==> src/sv/sefp_pkg.sv <==
// shared types and constants of the stx/etx command frame parser
package sefp_pkg;

    localparam int CMD_LEN_DEF  = 3;
    localparam int DATA_MAX_DEF = 16;
    localparam int FIFO_DEPTH   = 2;
    localparam int BURST_LEN    = 4;
    localparam int CFG_IDX_W    = 2;

    localparam logic [7:0] START_RST  = 8'd2;
    localparam logic [7:0] END_RST    = 8'd3;
    localparam logic [7:0] REPLY_RST  = 8'd0;

    localparam logic [7:0] CMD_TAG    = 8'h43;  // ascii 'C'
    localparam logic [7:0] ASCII_ZERO = 8'd48;
    localparam logic [7:0] DEC_BASE   = 8'd10;

    localparam logic [7:0] CMD_LED_ON  = 8'd1;
    localparam logic [7:0] CMD_LED_OFF = 8'd2;
    localparam logic [7:0] CMD_DUMP    = 8'd3;

    typedef enum logic [1:0] {
        PH_IDLE,
        PH_CMD,
        PH_DATA
    } t_phase;

    typedef enum logic [2:0] {
        EV_NONE,
        EV_START,
        EV_ABORT,
        EV_DONE,
        EV_REJECT
    } t_event;

    typedef enum logic [CFG_IDX_W-1:0] {
        REG_START,
        REG_END,
        REG_REPLY
    } t_reg_idx;

    typedef struct packed {
        logic [7:0] start_byte;
        logic [7:0] end_byte;
        logic [7:0] reply_byte;
    } t_cfg;

    // one queued job: a single result, or a burst of data bytes
    typedef struct packed {
        logic                      burst;
        logic [7:0]                tx_byte;
        logic                      tx_valid;
        logic                      led_on;
        t_event                    ev;
        logic [BURST_LEN-1:0][7:0] data;
    } t_job;

endpackage

==> src/sv/sefp_front.sv <==
// front end: frame tracking, command decode and job generation
module sefp_front
    import sefp_pkg::*;
#(
    parameter int CMD_LEN  = CMD_LEN_DEF,
    parameter int DATA_MAX = DATA_MAX_DEF
) (
    input  logic       i_clk,
    input  logic       i_rst_n,
    input  t_cfg       i_cfg,
    input  logic       i_valid,
    output logic       o_ready,
    input  logic [7:0] i_rx_byte,
    input  logic       i_full,
    output logic       o_push,
    output t_job       o_job
);

    localparam int POS_MAX = (CMD_LEN > DATA_MAX) ? CMD_LEN : DATA_MAX;
    localparam int POS_W   = $clog2(POS_MAX + 1);
    localparam int CIDX_W  = $clog2(CMD_LEN);
    localparam int DIDX_W  = $clog2(DATA_MAX);

    t_phase           r_phase, n_phase;
    logic [POS_W-1:0] r_pos, n_pos;
    logic [7:0]       r_cmd  [CMD_LEN];
    logic [7:0]       r_data [DATA_MAX];
    logic             r_led, n_led;

    logic             accept;
    logic             is_start, is_end, in_range, cmd_done;
    logic             frame_end, abort, cmd_we, data_we, tag_ok;
    logic [POS_W-1:0] pos_inc;
    logic [7:0]       dig1, dig2, cmd_num;
    logic [7:0]       tens;

    assign o_ready = !i_full;
    assign accept  = i_valid && !i_full;
    assign o_push  = accept;

    assign is_start = (i_rx_byte == i_cfg.start_byte);
    assign is_end   = (i_rx_byte == i_cfg.end_byte);
    assign pos_inc  = r_pos + POS_W'(1);
    assign in_range = (r_pos < POS_W'(DATA_MAX));
    assign cmd_done = (pos_inc >= POS_W'(CMD_LEN));

    assign frame_end = !is_start && (r_phase == PH_DATA) && in_range && is_end;
    assign abort     = !is_start && (r_phase == PH_DATA) && !in_range;
    assign cmd_we    = !is_start && (r_phase == PH_CMD);
    assign data_we   = !is_start && (r_phase == PH_DATA) && in_range && !is_end;

    // two ascii digits, modulo 256
    assign tag_ok  = (r_cmd[0] == CMD_TAG);
    assign dig1    = r_cmd[1] - ASCII_ZERO;
    assign dig2    = r_cmd[2] - ASCII_ZERO;
    assign tens    = dig1 * DEC_BASE;
    assign cmd_num = tens + dig2;

    // next state
    always_comb begin
        n_phase = r_phase;
        n_pos   = r_pos;
        if (is_start) begin
            n_phase = PH_CMD;
            n_pos   = '0;
        end else begin
            case (r_phase)
                PH_CMD: begin
                    if (cmd_done) begin
                        n_phase = PH_DATA;
                        n_pos   = '0;
                    end else begin
                        n_pos = pos_inc;
                    end
                end
                PH_DATA: begin
                    if (!in_range || is_end) begin
                        n_phase = PH_IDLE;
                        n_pos   = '0;
                    end else begin
                        n_pos = pos_inc;
                    end
                end
                default: begin
                    n_phase = PH_IDLE;
                end
            endcase
        end
    end

    // job and led
    always_comb begin
        n_led          = r_led;
        o_job.burst    = 1'b0;
        o_job.tx_byte  = '0;
        o_job.tx_valid = 1'b0;
        o_job.ev       = EV_NONE;
        for (int k = 0; k < BURST_LEN; k++) begin
            o_job.data[k] = r_data[k];
        end
        if (is_start) begin
            o_job.ev = EV_START;
        end else if (abort) begin
            o_job.ev = EV_ABORT;
        end else if (frame_end) begin
            if (!tag_ok) begin
                o_job.ev = EV_REJECT;
            end else begin
                o_job.ev = EV_DONE;
                case (cmd_num)
                    CMD_LED_ON: begin
                        n_led          = 1'b1;
                        o_job.tx_byte  = i_cfg.reply_byte;
                        o_job.tx_valid = 1'b1;
                    end
                    CMD_LED_OFF: begin
                        n_led = 1'b0;
                    end
                    CMD_DUMP: begin
                        o_job.burst = 1'b1;
                    end
                    default: begin
                        n_led = r_led;
                    end
                endcase
            end
        end
        o_job.led_on = n_led;
    end

    always_ff @(posedge i_clk) begin
        if (!i_rst_n) begin
            r_phase <= PH_IDLE;
            r_pos   <= '0;
            r_led   <= 1'b0;
            for (int k = 0; k < DATA_MAX; k++) begin
                r_data[k] <= '0;
            end
        end else if (accept) begin
            r_phase <= n_phase;
            r_pos   <= n_pos;
            r_led   <= n_led;
            if (data_we) begin
                r_data[r_pos[DIDX_W-1:0]] <= i_rx_byte;
            end
        end
    end

    // command bytes are always written before a frame can read them
    always_ff @(posedge i_clk) begin
        if (accept && cmd_we) begin
            r_cmd[r_pos[CIDX_W-1:0]] <= i_rx_byte;
        end
    end

endmodule

==> src/sv/sefp_fifo.sv <==
// small job queue between front and back end
module sefp_fifo
    import sefp_pkg::*;
(
    input  logic i_clk,
    input  logic i_rst_n,
    input  logic i_push,
    input  t_job i_job,
    output logic o_full,
    input  logic i_pop,
    output t_job o_job,
    output logic o_empty
);

    localparam int PTR_W = $clog2(FIFO_DEPTH);
    localparam int CNT_W = PTR_W + 1;

    t_job             r_mem [FIFO_DEPTH];
    logic [PTR_W-1:0] r_wr_ptr, r_rd_ptr;
    logic [CNT_W-1:0] r_count;

    assign o_full  = (r_count == CNT_W'(FIFO_DEPTH));
    assign o_empty = (r_count == '0);
    assign o_job   = r_mem[r_rd_ptr];

    always_ff @(posedge i_clk) begin
        if (!i_rst_n) begin
            r_wr_ptr <= '0;
            r_rd_ptr <= '0;
            r_count  <= '0;
        end else begin
            if (i_push) begin
                r_wr_ptr <= r_wr_ptr + PTR_W'(1);
            end
            if (i_pop) begin
                r_rd_ptr <= r_rd_ptr + PTR_W'(1);
            end
            case ({i_push, i_pop})
                2'b10:   r_count <= r_count + CNT_W'(1);
                2'b01:   r_count <= r_count - CNT_W'(1);
                default: r_count <= r_count;
            endcase
        end
    end

    always_ff @(posedge i_clk) begin
        if (i_push) begin
            r_mem[r_wr_ptr] <= i_job;
        end
    end

endmodule

==> src/sv/sefp_back.sv <==
// back end: output register, expands dump jobs into byte bursts
module sefp_back
    import sefp_pkg::*;
(
    input  logic       i_clk,
    input  logic       i_rst_n,
    input  t_job       i_job,
    input  logic       i_empty,
    output logic       o_pop,
    output logic       o_valid,
    input  logic       i_ready,
    output logic [7:0] o_tx_byte,
    output logic       o_tx_valid,
    output logic       o_led_on,
    output logic [2:0] o_event_res,
    output logic       o_last
);

    localparam int BEAT_W = $clog2(BURST_LEN);

    logic                      r_valid;
    logic                      r_last;
    logic [BEAT_W-1:0]         r_beat;
    logic [7:0]                r_tx;
    logic                      r_txv;
    logic                      r_led;
    t_event                    r_ev;
    logic [BURST_LEN-1:0][7:0] r_data;

    logic              taken, step;
    logic [BEAT_W-1:0] n_beat;

    assign taken  = r_valid && i_ready;
    assign step   = taken && !r_last;
    assign o_pop  = !i_empty && (!r_valid || (taken && r_last));
    assign n_beat = r_beat + BEAT_W'(1);

    always_ff @(posedge i_clk) begin
        if (!i_rst_n) begin
            r_valid <= 1'b0;
            r_last  <= 1'b1;
        end else if (o_pop) begin
            r_valid <= 1'b1;
            r_last  <= !i_job.burst;
        end else if (step) begin
            r_last <= (n_beat == BEAT_W'(BURST_LEN - 1));
        end else if (taken) begin
            r_valid <= 1'b0;
        end
    end

    always_ff @(posedge i_clk) begin
        if (o_pop) begin
            r_beat <= '0;
            r_tx   <= i_job.burst ? i_job.data[0] : i_job.tx_byte;
            r_txv  <= i_job.burst | i_job.tx_valid;
            r_led  <= i_job.led_on;
            r_ev   <= i_job.ev;
            r_data <= i_job.data;
        end else if (step) begin
            r_beat <= n_beat;
            r_tx   <= r_data[n_beat];
        end
    end

    assign o_valid     = r_valid;
    assign o_tx_byte   = r_tx;
    assign o_tx_valid  = r_txv;
    assign o_led_on    = r_led;
    assign o_event_res = r_ev;
    assign o_last      = r_last;

    // a non-final result only comes from a dump burst
    a_burst_fields: assert property (@(posedge i_clk) disable iff (!i_rst_n)
        o_valid && !o_last |-> o_tx_valid && (o_event_res == EV_DONE))
        else $error("non-final result outside a dump burst");

    // a burst never stops before its final byte
    a_burst_continues: assert property (@(posedge i_clk) disable iff (!i_rst_n)
        o_valid && i_ready && !o_last |=> o_valid)
        else $error("burst dropped before final byte");

    // led state cannot change within a burst
    a_burst_led: assert property (@(posedge i_clk) disable iff (!i_rst_n)
        o_valid && i_ready && !o_last |=> $stable(o_led_on))
        else $error("led changed inside a burst");

endmodule

==> src/sv/stx_etx_command_frame_parser_top.sv <==
// top level of the stx/etx framed command parser
// Byte-stream command parser. A start byte (any phase) opens a frame, CMD_LEN
// command bytes follow, then data bytes up to DATA_MAX until the end byte.
// A closed frame starting with 'C' carries a two-digit decimal command:
// 1 sets the led and sends reply_byte, 2 clears the led, 3 sends data bytes
// zero to three as a four-result burst (o_last marks the final one). Every
// other byte gives one result with an event code. The front end takes one
// byte per clock while the two-entry job queue has room; the back end
// emits one result per clock from its output register while i_ready is
// high and jobs are queued. Config writes are taken every cycle
// (o_cfg_ready is tied high) and writes to an index past the register list
// are dropped. No clearing pass runs after reset.
module stx_etx_command_frame_parser_top
    import sefp_pkg::*;
#(
    parameter int CMD_LEN  = CMD_LEN_DEF,
    parameter int DATA_MAX = DATA_MAX_DEF
) (
    input  logic                 i_clk,
    input  logic                 i_rst_n,
    // config write channel
    input  logic                 i_cfg_valid,
    output logic                 o_cfg_ready,
    input  logic [CFG_IDX_W-1:0] i_cfg_index,
    input  logic [7:0]           i_cfg_data,
    // received bytes
    input  logic                 i_valid,
    output logic                 o_ready,
    input  logic [7:0]           i_rx_byte,
    // results
    output logic                 o_valid,
    input  logic                 i_ready,
    output logic [7:0]           o_tx_byte,
    output logic                 o_tx_valid,
    output logic                 o_led_on,
    output logic [2:0]           o_event_res,
    output logic                 o_last
);

    t_cfg r_cfg;
    t_job push_job, pop_job;
    logic push, pop, full, empty;

    // config registers
    assign o_cfg_ready = 1'b1;

    always_ff @(posedge i_clk) begin
        if (!i_rst_n) begin
            r_cfg.start_byte <= START_RST;
            r_cfg.end_byte   <= END_RST;
            r_cfg.reply_byte <= REPLY_RST;
        end else if (i_cfg_valid) begin
            case (t_reg_idx'(i_cfg_index))
                REG_START: r_cfg.start_byte <= i_cfg_data;
                REG_END:   r_cfg.end_byte   <= i_cfg_data;
                REG_REPLY: r_cfg.reply_byte <= i_cfg_data;
                default:   r_cfg            <= r_cfg;
            endcase
        end
    end

    // front end: frame state and command decode
    sefp_front #(
        .CMD_LEN  (CMD_LEN),
        .DATA_MAX (DATA_MAX)
    ) u_front (
        .i_clk     (i_clk),
        .i_rst_n   (i_rst_n),
        .i_cfg     (r_cfg),
        .i_valid   (i_valid),
        .o_ready   (o_ready),
        .i_rx_byte (i_rx_byte),
        .i_full    (full),
        .o_push    (push),
        .o_job     (push_job)
    );

    // job queue decouples byte intake from result delivery
    sefp_fifo u_fifo (
        .i_clk   (i_clk),
        .i_rst_n (i_rst_n),
        .i_push  (push),
        .i_job   (push_job),
        .o_full  (full),
        .i_pop   (pop),
        .o_job   (pop_job),
        .o_empty (empty)
    );

    // back end: output register and burst expansion
    sefp_back u_back (
        .i_clk       (i_clk),
        .i_rst_n     (i_rst_n),
        .i_job       (pop_job),
        .i_empty     (empty),
        .o_pop       (pop),
        .o_valid     (o_valid),
        .i_ready     (i_ready),
        .o_tx_byte   (o_tx_byte),
        .o_tx_valid  (o_tx_valid),
        .o_led_on    (o_led_on),
        .o_event_res (o_event_res),
        .o_last      (o_last)
    );

endmodule

==> config.mk <==
export PLATFORM = sky130hd
export DESIGN_NAME = stx_etx_command_frame_parser_top
export DESIGN_NICKNAME = d
export VERILOG_FILES = /design/src/sv/sefp_pkg.sv /design/src/sv/sefp_front.sv /design/src/sv/sefp_fifo.sv /design/src/sv/sefp_back.sv /design/src/sv/stx_etx_command_frame_parser_top.sv
export SDC_FILE = /design/constraint.sdc
export NUM_CORES = 1
export LEC_CHECK = 0
export ABC_AREA = 1
export BUFFER_PORTS_ARGS = -buffer_cell sky130_fd_sc_hd__buf_4
export CORE_MARGIN = 2
export CORE_UTILIZATION = 55
export DETAILED_ROUTE_END_ITERATION = 6
export PLACE_DENSITY = 0.82
export SLEW_MARGIN = 10
export SYNTH_ARGS = -nofsm -noshare
export SYNTH_HDL_FRONTEND = slang
export SYNTH_SLANG_ARGS = --single-unit
==> constraint.sdc <==
create_clock -name i_clk -period 9.39 [get_ports i_clk]
set_clock_uncertainty 0.1 [all_clocks]
set_input_delay 1.4085 -clock i_clk [delete_from_list [all_inputs] [get_ports i_clk]]
set_output_delay 1.4085 -clock i_clk [all_outputs]
set_load 0.005 [all_outputs]
==> impl_metrics.ini, run 1 <==
[outcome]
outcome = completed

[drt]
antenna_left = 0
drc = 0
dr.pass1.iters = 4
first_iter_violations = 464
vias = 5697
vias_per_cell = 5.38
wirelength_mm = 18.3
post_drt_wl_per_cell_um = 17.3

[logic_synthesis]
synthDistinctLibCells = 39
yosys.area.top_type = edfxtp_1
yosys.area.top_type_share_pct = 60.1
yosysSeqAreaShare_pct = 68.6
synthCells = 768
synthFlopType = edfxtp_1
ys_top_cells_by_area = edfxtp_1 60%, dfxtp_1 8.6%, mux2_2 4.0%
synth_edf_count = 192
async_reset_ff_share_pct = 0
ys_ff_latch = 233
avgSynthCellArea_um2 = 12.5
synthesis.area_um2 = 9600
yosysWarnings = 0
synth_top_cells_by_count = 192 x edfxtp_1, 100 x nor2_1, 85 x nand2_1, 68 x inv_1, 67 x o21ai_0
synth_nets = 821
yosysMostFrequentCell = edfxtp_1

[setup_path]
cp.required_ns = 9.63
worst-path-buf-inv = 0
cp_top_family = adder cells
crit_arrival_ns = 3.97
crit_chain = ha_1 > ha_1 > fa_1 > ha_1 > ha_1 > a21oi_1 > o21a_1 > nor2_1 > nor3_1 > nand3_1 > nor2_1
worst_path_most_repeated_cell = ha_1
startpoint_type = flop
cp_slowest_stage_delay_ns = 0.45
cpMaxStageDelayCell = nand3_1
cp_max_fo = 11
endpoint_kind = flop
critical_path_class = flop to flop

[cts]
h-tree-depth = 1
cts_resized = 0
tritoncts = yes
numCtsBuffers = 23
root_buffer = clkbuf_16
clk_pin_slew_worst_paths_ns = 0.06
postCtsSetupRepairBufs = 0
cts_hold_buffers = 0
insertion_delay_ns = 0.52
numClockSinks = 233
cts_max_path_buffers = 3

[final_layout]
synthToLayoutAreaGrowth_pct = 13.2
final_nets = 868
fillers = 1227
layout-drive-gt1-share_pct = 15.5

[pwr]
p_comb_share_pct = 21.9
sw_frac_of_total_pct = 28.7
seq_power_share_pct = 48.7
power.density_nw_per_um2 = 273
power.leakage_nw = 4.14
peakVddDrop_uv = 373
internal_power_w = 0.00211
clock_power_share_pct = 29.4
switchingPower_w = 0.000852

[grt]
gr-max-usage-layer = met2
grt_usage_pct = 20.6
grt-ovfl-total = 0
grt_pass1_wl_mm = 29.2
use_met1_pct = 27.4
grtUsageMet2_pct = 33.7
grt_max_degree = 55
grt_use_met3_pct = 3.88
antenna_found_initial = 1
grt_pass1_vias = 5652

[timing]
slew_headroom_pct = 41.1
period_share_pct = 39.7
final_max_slew_viol_count = 0
fmax_mhz = 268
hold_violations = 0
fin_crit_ns = 3.73
tightest_slew_ns = 0.876
final.setup.tns_ns = 0
setup_violations = 0
worst_slack_ns = 5.66
rsz0062_at_grt = false

[min_path]
worst_hold_path_type = flop to flop

[floorplan]
initial_core_util_pct = 55.9
num_rows = 48
coreArea_um2 = 17200
die_h_um = 136
die_area_um2 = 18500
boundaryPins = 40
die_w_um = 136

[placed_design]
pre_cts_ws_ns = 5.67
dp_hpwl_mm = 12.3
port-buffer-count = 38
gp_congestion = 0.845

[run]
cap_violations = 0
==> registers in the layout, summed over array words and instances, names as in the netlist, 2 cells and up, named ones only <==
register,cells
u_back.r_data,32
u_back.o_event_res,3
u_fifo.r_mem,92
u_front.r_cmd,23
u_front.r_pos,5
u_front.r_phase,2
u_fifo.r_count,2
r_cfg,24
u_back.r_beat,2
u_back.o_tx_byte,8
u_front.r_data,32
==> layout make-up <==
type	count	area, um2	share of cell area [%]
Antenna cell	1	2.50	0.0230
Clock buffer	36	654	6.02
Clock inverter	6	68.8	0.633
Inverter	78	293	2.70
Multi-Input combinational cell	436	2650	24.4
Sequential cell	233	6590	60.6
Tap cell	225	282	2.59
Timing Repair Buffer	43	323	2.97
==> layout by cell type, fill, tap and decap left out, drive strengths merged, types with 4 or more instances in the layout <==
| master | count |
|---|---|
| xor2 | 9 |
| a211oi | 6 |
| clkbuf | 36 |
| o21ai | 68 |
| buf | 43 |
| o22ai | 6 |
| inv | 76 |
| nand2 | 86 |
| nor3 | 9 |
| clkinv | 7 |
| a21oi | 34 |
| dfxtp | 41 |
| mux2i | 4 |
| nor2 | 101 |
| mux2 | 34 |
| xnor2 | 7 |
| edfxtp | 192 |
| ha | 28 |
| nand3 | 28 |
==> cell families (layout without fill, tap and decap cells) <==
group,after synthesis,after routing,share of synthesized area (%)
adder cells (fa/ha/maj),30,30,4.07
flip-flops,233,233,68.6
buffers and inverters,99,163,3.99
AND/OR/NAND/NOR,228,228,10.4
XOR/XNOR,16,16,1.46
AO/OA/AOI/OAI,123,123,7.02
multiplexers,38,38,4.41
other,1,2,0.0391
==> worst register-to-register path, stage by stage (launching register included) <==
cell,delay [ns]
edfxtp_1,0.41
ha_1,0.32
ha_1,0.24
fa_1,0.43
ha_1,0.29
ha_1,0.36
a21oi_1,0.16
o21a_1,0.15
nor2_1,0.04
nor3_1,0.31
nand3_1,0.45
nor2_1,0.30
==> power groups by stage <==
stage / registers, W / clock network, W / logic [W]
floorplan: 0.00145 / 0 / 0.000430
global placement: 0.00145 / 0 / 0.000621
detailed placement: 0.00146 / 0 / 0.000643
CTS: 0.00144 / 0.000882 / 0.000650
global route: 0.00146 / 0.000925 / 0.000717
finish: 0.00144 / 0.000871 / 0.000650
==> worst paths after layout <==
path / startpoint / end / slack (ns) / depth (start not counted)
worst min-delay path: u_front.r_data[3][4] / u_fifo.r_mem[1][28] / 0.34 / 0
worst min register to register: u_front.r_data[3][4] / u_fifo.r_mem[1][28] / 0.34 / 0
worst max-delay path: u_front.r_cmd[1][1] / u_fifo.r_mem[0][44] / 5.66 / 11
worst max register to register: u_front.r_cmd[1][1] / u_fifo.r_mem[0][44] / 5.66 / 11
==> routing by layer <==
layer  share of wire, %  vias up
li1                   -     2779
met1                 43     2702
met2                 49      170
met3                5.2       46
met4                3.7        0
met5                  0        -
==> stage by stage <==
stage               hold slack (ns)  cells  utilization [%]  cell area [um2]  power [W]
floorplan                     0.321    768                -             9600    0.00188
global route                  0.354   1057             63.2            10900    0.00310
detailed placement            0.331   1015             59.0            10100    0.00211
global placement              0.323   1015             59.0            10100    0.00207
finish                        0.336   1058             63.2            10900    0.00296
CTS                           0.341   1057             63.2            10900    0.00297
(Power assumes the default switching activity.)
==> run 2, diff against run 1 <==
--- a/config.mk
+++ b/config.mk
@@ -5,7 +5,7 @@
 export SDC_FILE = /design/constraint.sdc
 export NUM_CORES = 1
 export LEC_CHECK = 0
-export ABC_AREA = 1
+export ABC_AREA = 0
 export BUFFER_PORTS_ARGS = -buffer_cell sky130_fd_sc_hd__buf_4
 export CORE_MARGIN = 2
 export CORE_UTILIZATION = 55
==> constraint.sdc (replaced) <==
create_clock -name i_clk -period 3.8 [get_ports i_clk]
set_clock_uncertainty 0.1 [all_clocks]
set_input_delay 0.57 -clock i_clk [delete_from_list [all_inputs] [get_ports i_clk]]
set_output_delay 0.57 -clock i_clk [all_outputs]
set_load 0.005 [all_outputs]
==> impl_metrics.ini, run 2 <==
[setup_path]
reg2reg_depth = 15
critical_path_class = flop to flop
crit_arrival_ns = 3.90
cp.required_ns = 4.06
cp_max_fo = 5
startpoint_type = flop
endpoint_kind = flop

[floorplan]
die_area_um2 = 18500
num_rows = 48
die_h_um = 136
initial_core_util_pct = 55.7
coreArea_um2 = 17200
die_w_um = 136
boundaryPins = 40

[placed_design]
dp_hpwl_mm = 12.5
port-buffer-count = 38
pre_cts_ws_ns = 0.00724
gp_congestion = 0.877

[final_layout]
final_cell_mix = 192 x edfxtp_1, 54 x buf_4, 40 x dfxtp_1, 37 x nand2_1, 36 x mux2_2
top_regs = u_fifo.r_mem: 92 flops, u_back.r_data: 32 flops, u_front.r_data: 32 flops
largest_reg_flops = 92
synthToLayoutAreaGrowth_pct = 14.1
final_nets = 742
largest-register = u_fifo.r_mem
n_antenna_cell = 0
fillers = 1230
layout-drive-gt1-share_pct = 21.0
layout_commonest_cell = edfxtp_1

[grt]
grt_pass1_wl_mm = 29.7
grt-ovfl-total = 0
grt_max_degree = 47
grt_pass1_vias = 5499
antenna_found_initial = 0
grt_usage_pct = 21.3

[drt]
dr.pass1.iters = 7
vias = 5366
first_iter_violations = 455
wirelength_mm = 19.1
vias_per_cell = 5.78
antenna_left = 0
drc = 0
post_drt_wl_per_cell_um = 20.6

[timing]
period_share_pct = 95.8
final.setup.tns_ns = 0
fin_crit_ns = 3.64
final_max_slew_viol_count = 0
slew_headroom_pct = 45.4
hold_violations = 0
fmax_mhz = 275
tightest_slew_ns = 0.819
setup_violations = 0
worst_slack_ns = 0.160

[min_path]
worst_hold_path_type = input port to flop
holdPathStages = 2

[cts]
root_buffer = clkbuf_16
h-tree-depth = 1
numCtsBuffers = 23
tritoncts = yes
numClockSinks = 233
cts_max_path_buffers = 3
insertion_delay_ns = 0.50
cts_hold_buffers = 0
clk_pin_slew_worst_paths_ns = 0.06

[outcome]
outcome = completed

[pwr]
power.density_nw_per_um2 = 619
peakVddDrop_uv = 341
power.leakage_nw = 4.19

[logic_synthesis]
synthFlopType = edfxtp_1
synth_edf_count = 192
synth_nets = 687
avgSynthCellArea_um2 = 15.1
synthDistinctLibCells = 55
yosysMostFrequentCell = edfxtp_1
yosys.area.top_type = edfxtp_1
yosysSeqAreaShare_pct = 68.9
yosysWarnings = 0
ys_ff_latch = 233
synthesis.area_um2 = 9560
async_reset_ff_share_pct = 0
synth_top_cells_by_count = 192 x edfxtp_1, 41 x dfxtp_1, 37 x nand2_1, 36 x mux2_2, 36 x nor2_1
yosys.area.top_type_share_pct = 60.3
synthCells = 634
ys_top_cells_by_area = edfxtp_1 60%, dfxtp_1 8.6%, mux2_2 4.2%

[run]
cap_violations = 0
## run 2: cells by family after synthesis
kind of cell               Yosys count  synth area share, %
other                                1               0.0392
xor gates and xnor gates            27                 2.70
and+or+nand+nor                    156                 8.67
muxes                               79                 9.79
adders and majority gates           30                 4.08
DFF                                233                 68.9
AOI/OAI and AO/OA                   60                 3.93
buffers and inverters               48                 1.92
## run 2: repair_timing
| action | CTS | global route |
|---|---|---|
| buffers inserted | 3 | 1 |
| gates resized for setup | 2 | 6 |
| pin swaps | 0 | 5 |
| gates cloned | 1 | 0 |
| setup endpoints to repair | 12 | 21 |
## run 2: worst max-delay path, stage by stage (launching register included)
cell and delay, ns:
edfxtp_1 0.39, ha_1 0.32, ha_1 0.23, fa_1 0.38
xnor2_1 0.14, ha_1 0.29, inv_1 0.11, ha_4 0.23
nand2b_1 0.09, o21ai_0 0.08, o22ai_1 0.21, o2111ai_2 0.16
buf_4 0.19, nor4_4 0.23, buf_4 0.20, and2_1 0.16
## run 2: where the power goes
part           switching, W  internal, W
combinational      0.000672     0.000522
clock              0.000886      0.00117
sequential         0.000203      0.00331
total               0.00176      0.00500
## run 2: metrics by stage
step	power [W]	cells	hold WS (ns)	util [%]	cell area (um2)
detailed placement	0.00477	884	0.333	59.0	10100
global route	0.00703	929	0.201	63.5	10900
floorplan	0.00426	634	0.321	-	9560
CTS	0.00682	928	0.193	63.3	10900
finish	0.00676	929	0.203	63.5	10900
global placement	0.00471	884	0.322	59.0	10100
## run 2: final timing paths
path / from / to / slack, ns
max: u_front.r_cmd[1][1] / u_fifo.r_mem[0][44] / 0.16
min: i_rst_n / r_cfg[8] / 0.20
max reg2reg: u_front.r_cmd[1][1] / u_fifo.r_mem[0][44] / 0.16
min reg2reg: u_front.r_data[2][3] / u_fifo.r_mem[0][19] / 0.35
## run 2: routing by layer
layer | GRT usage [%] | wire [um]
met3 | 3.50 | 1000
met2 | 37.2 | 9730
met5 | 0 | 0
met1 | 27.4 | 7780
met4 | 6.54 | 621
## run 2: cell type report
cell class	count	area, um2	area share, %
Clock buffer	26	618	5.66
Clock inverter	14	75.1	0.688
Multi-Input combinational cell	353	2860	26.2
Sequential cell	233	6590	60.4
Tap cell	225	282	2.58
Inverter	24	90.1	0.825
Timing Repair Buffer	54	405	3.71
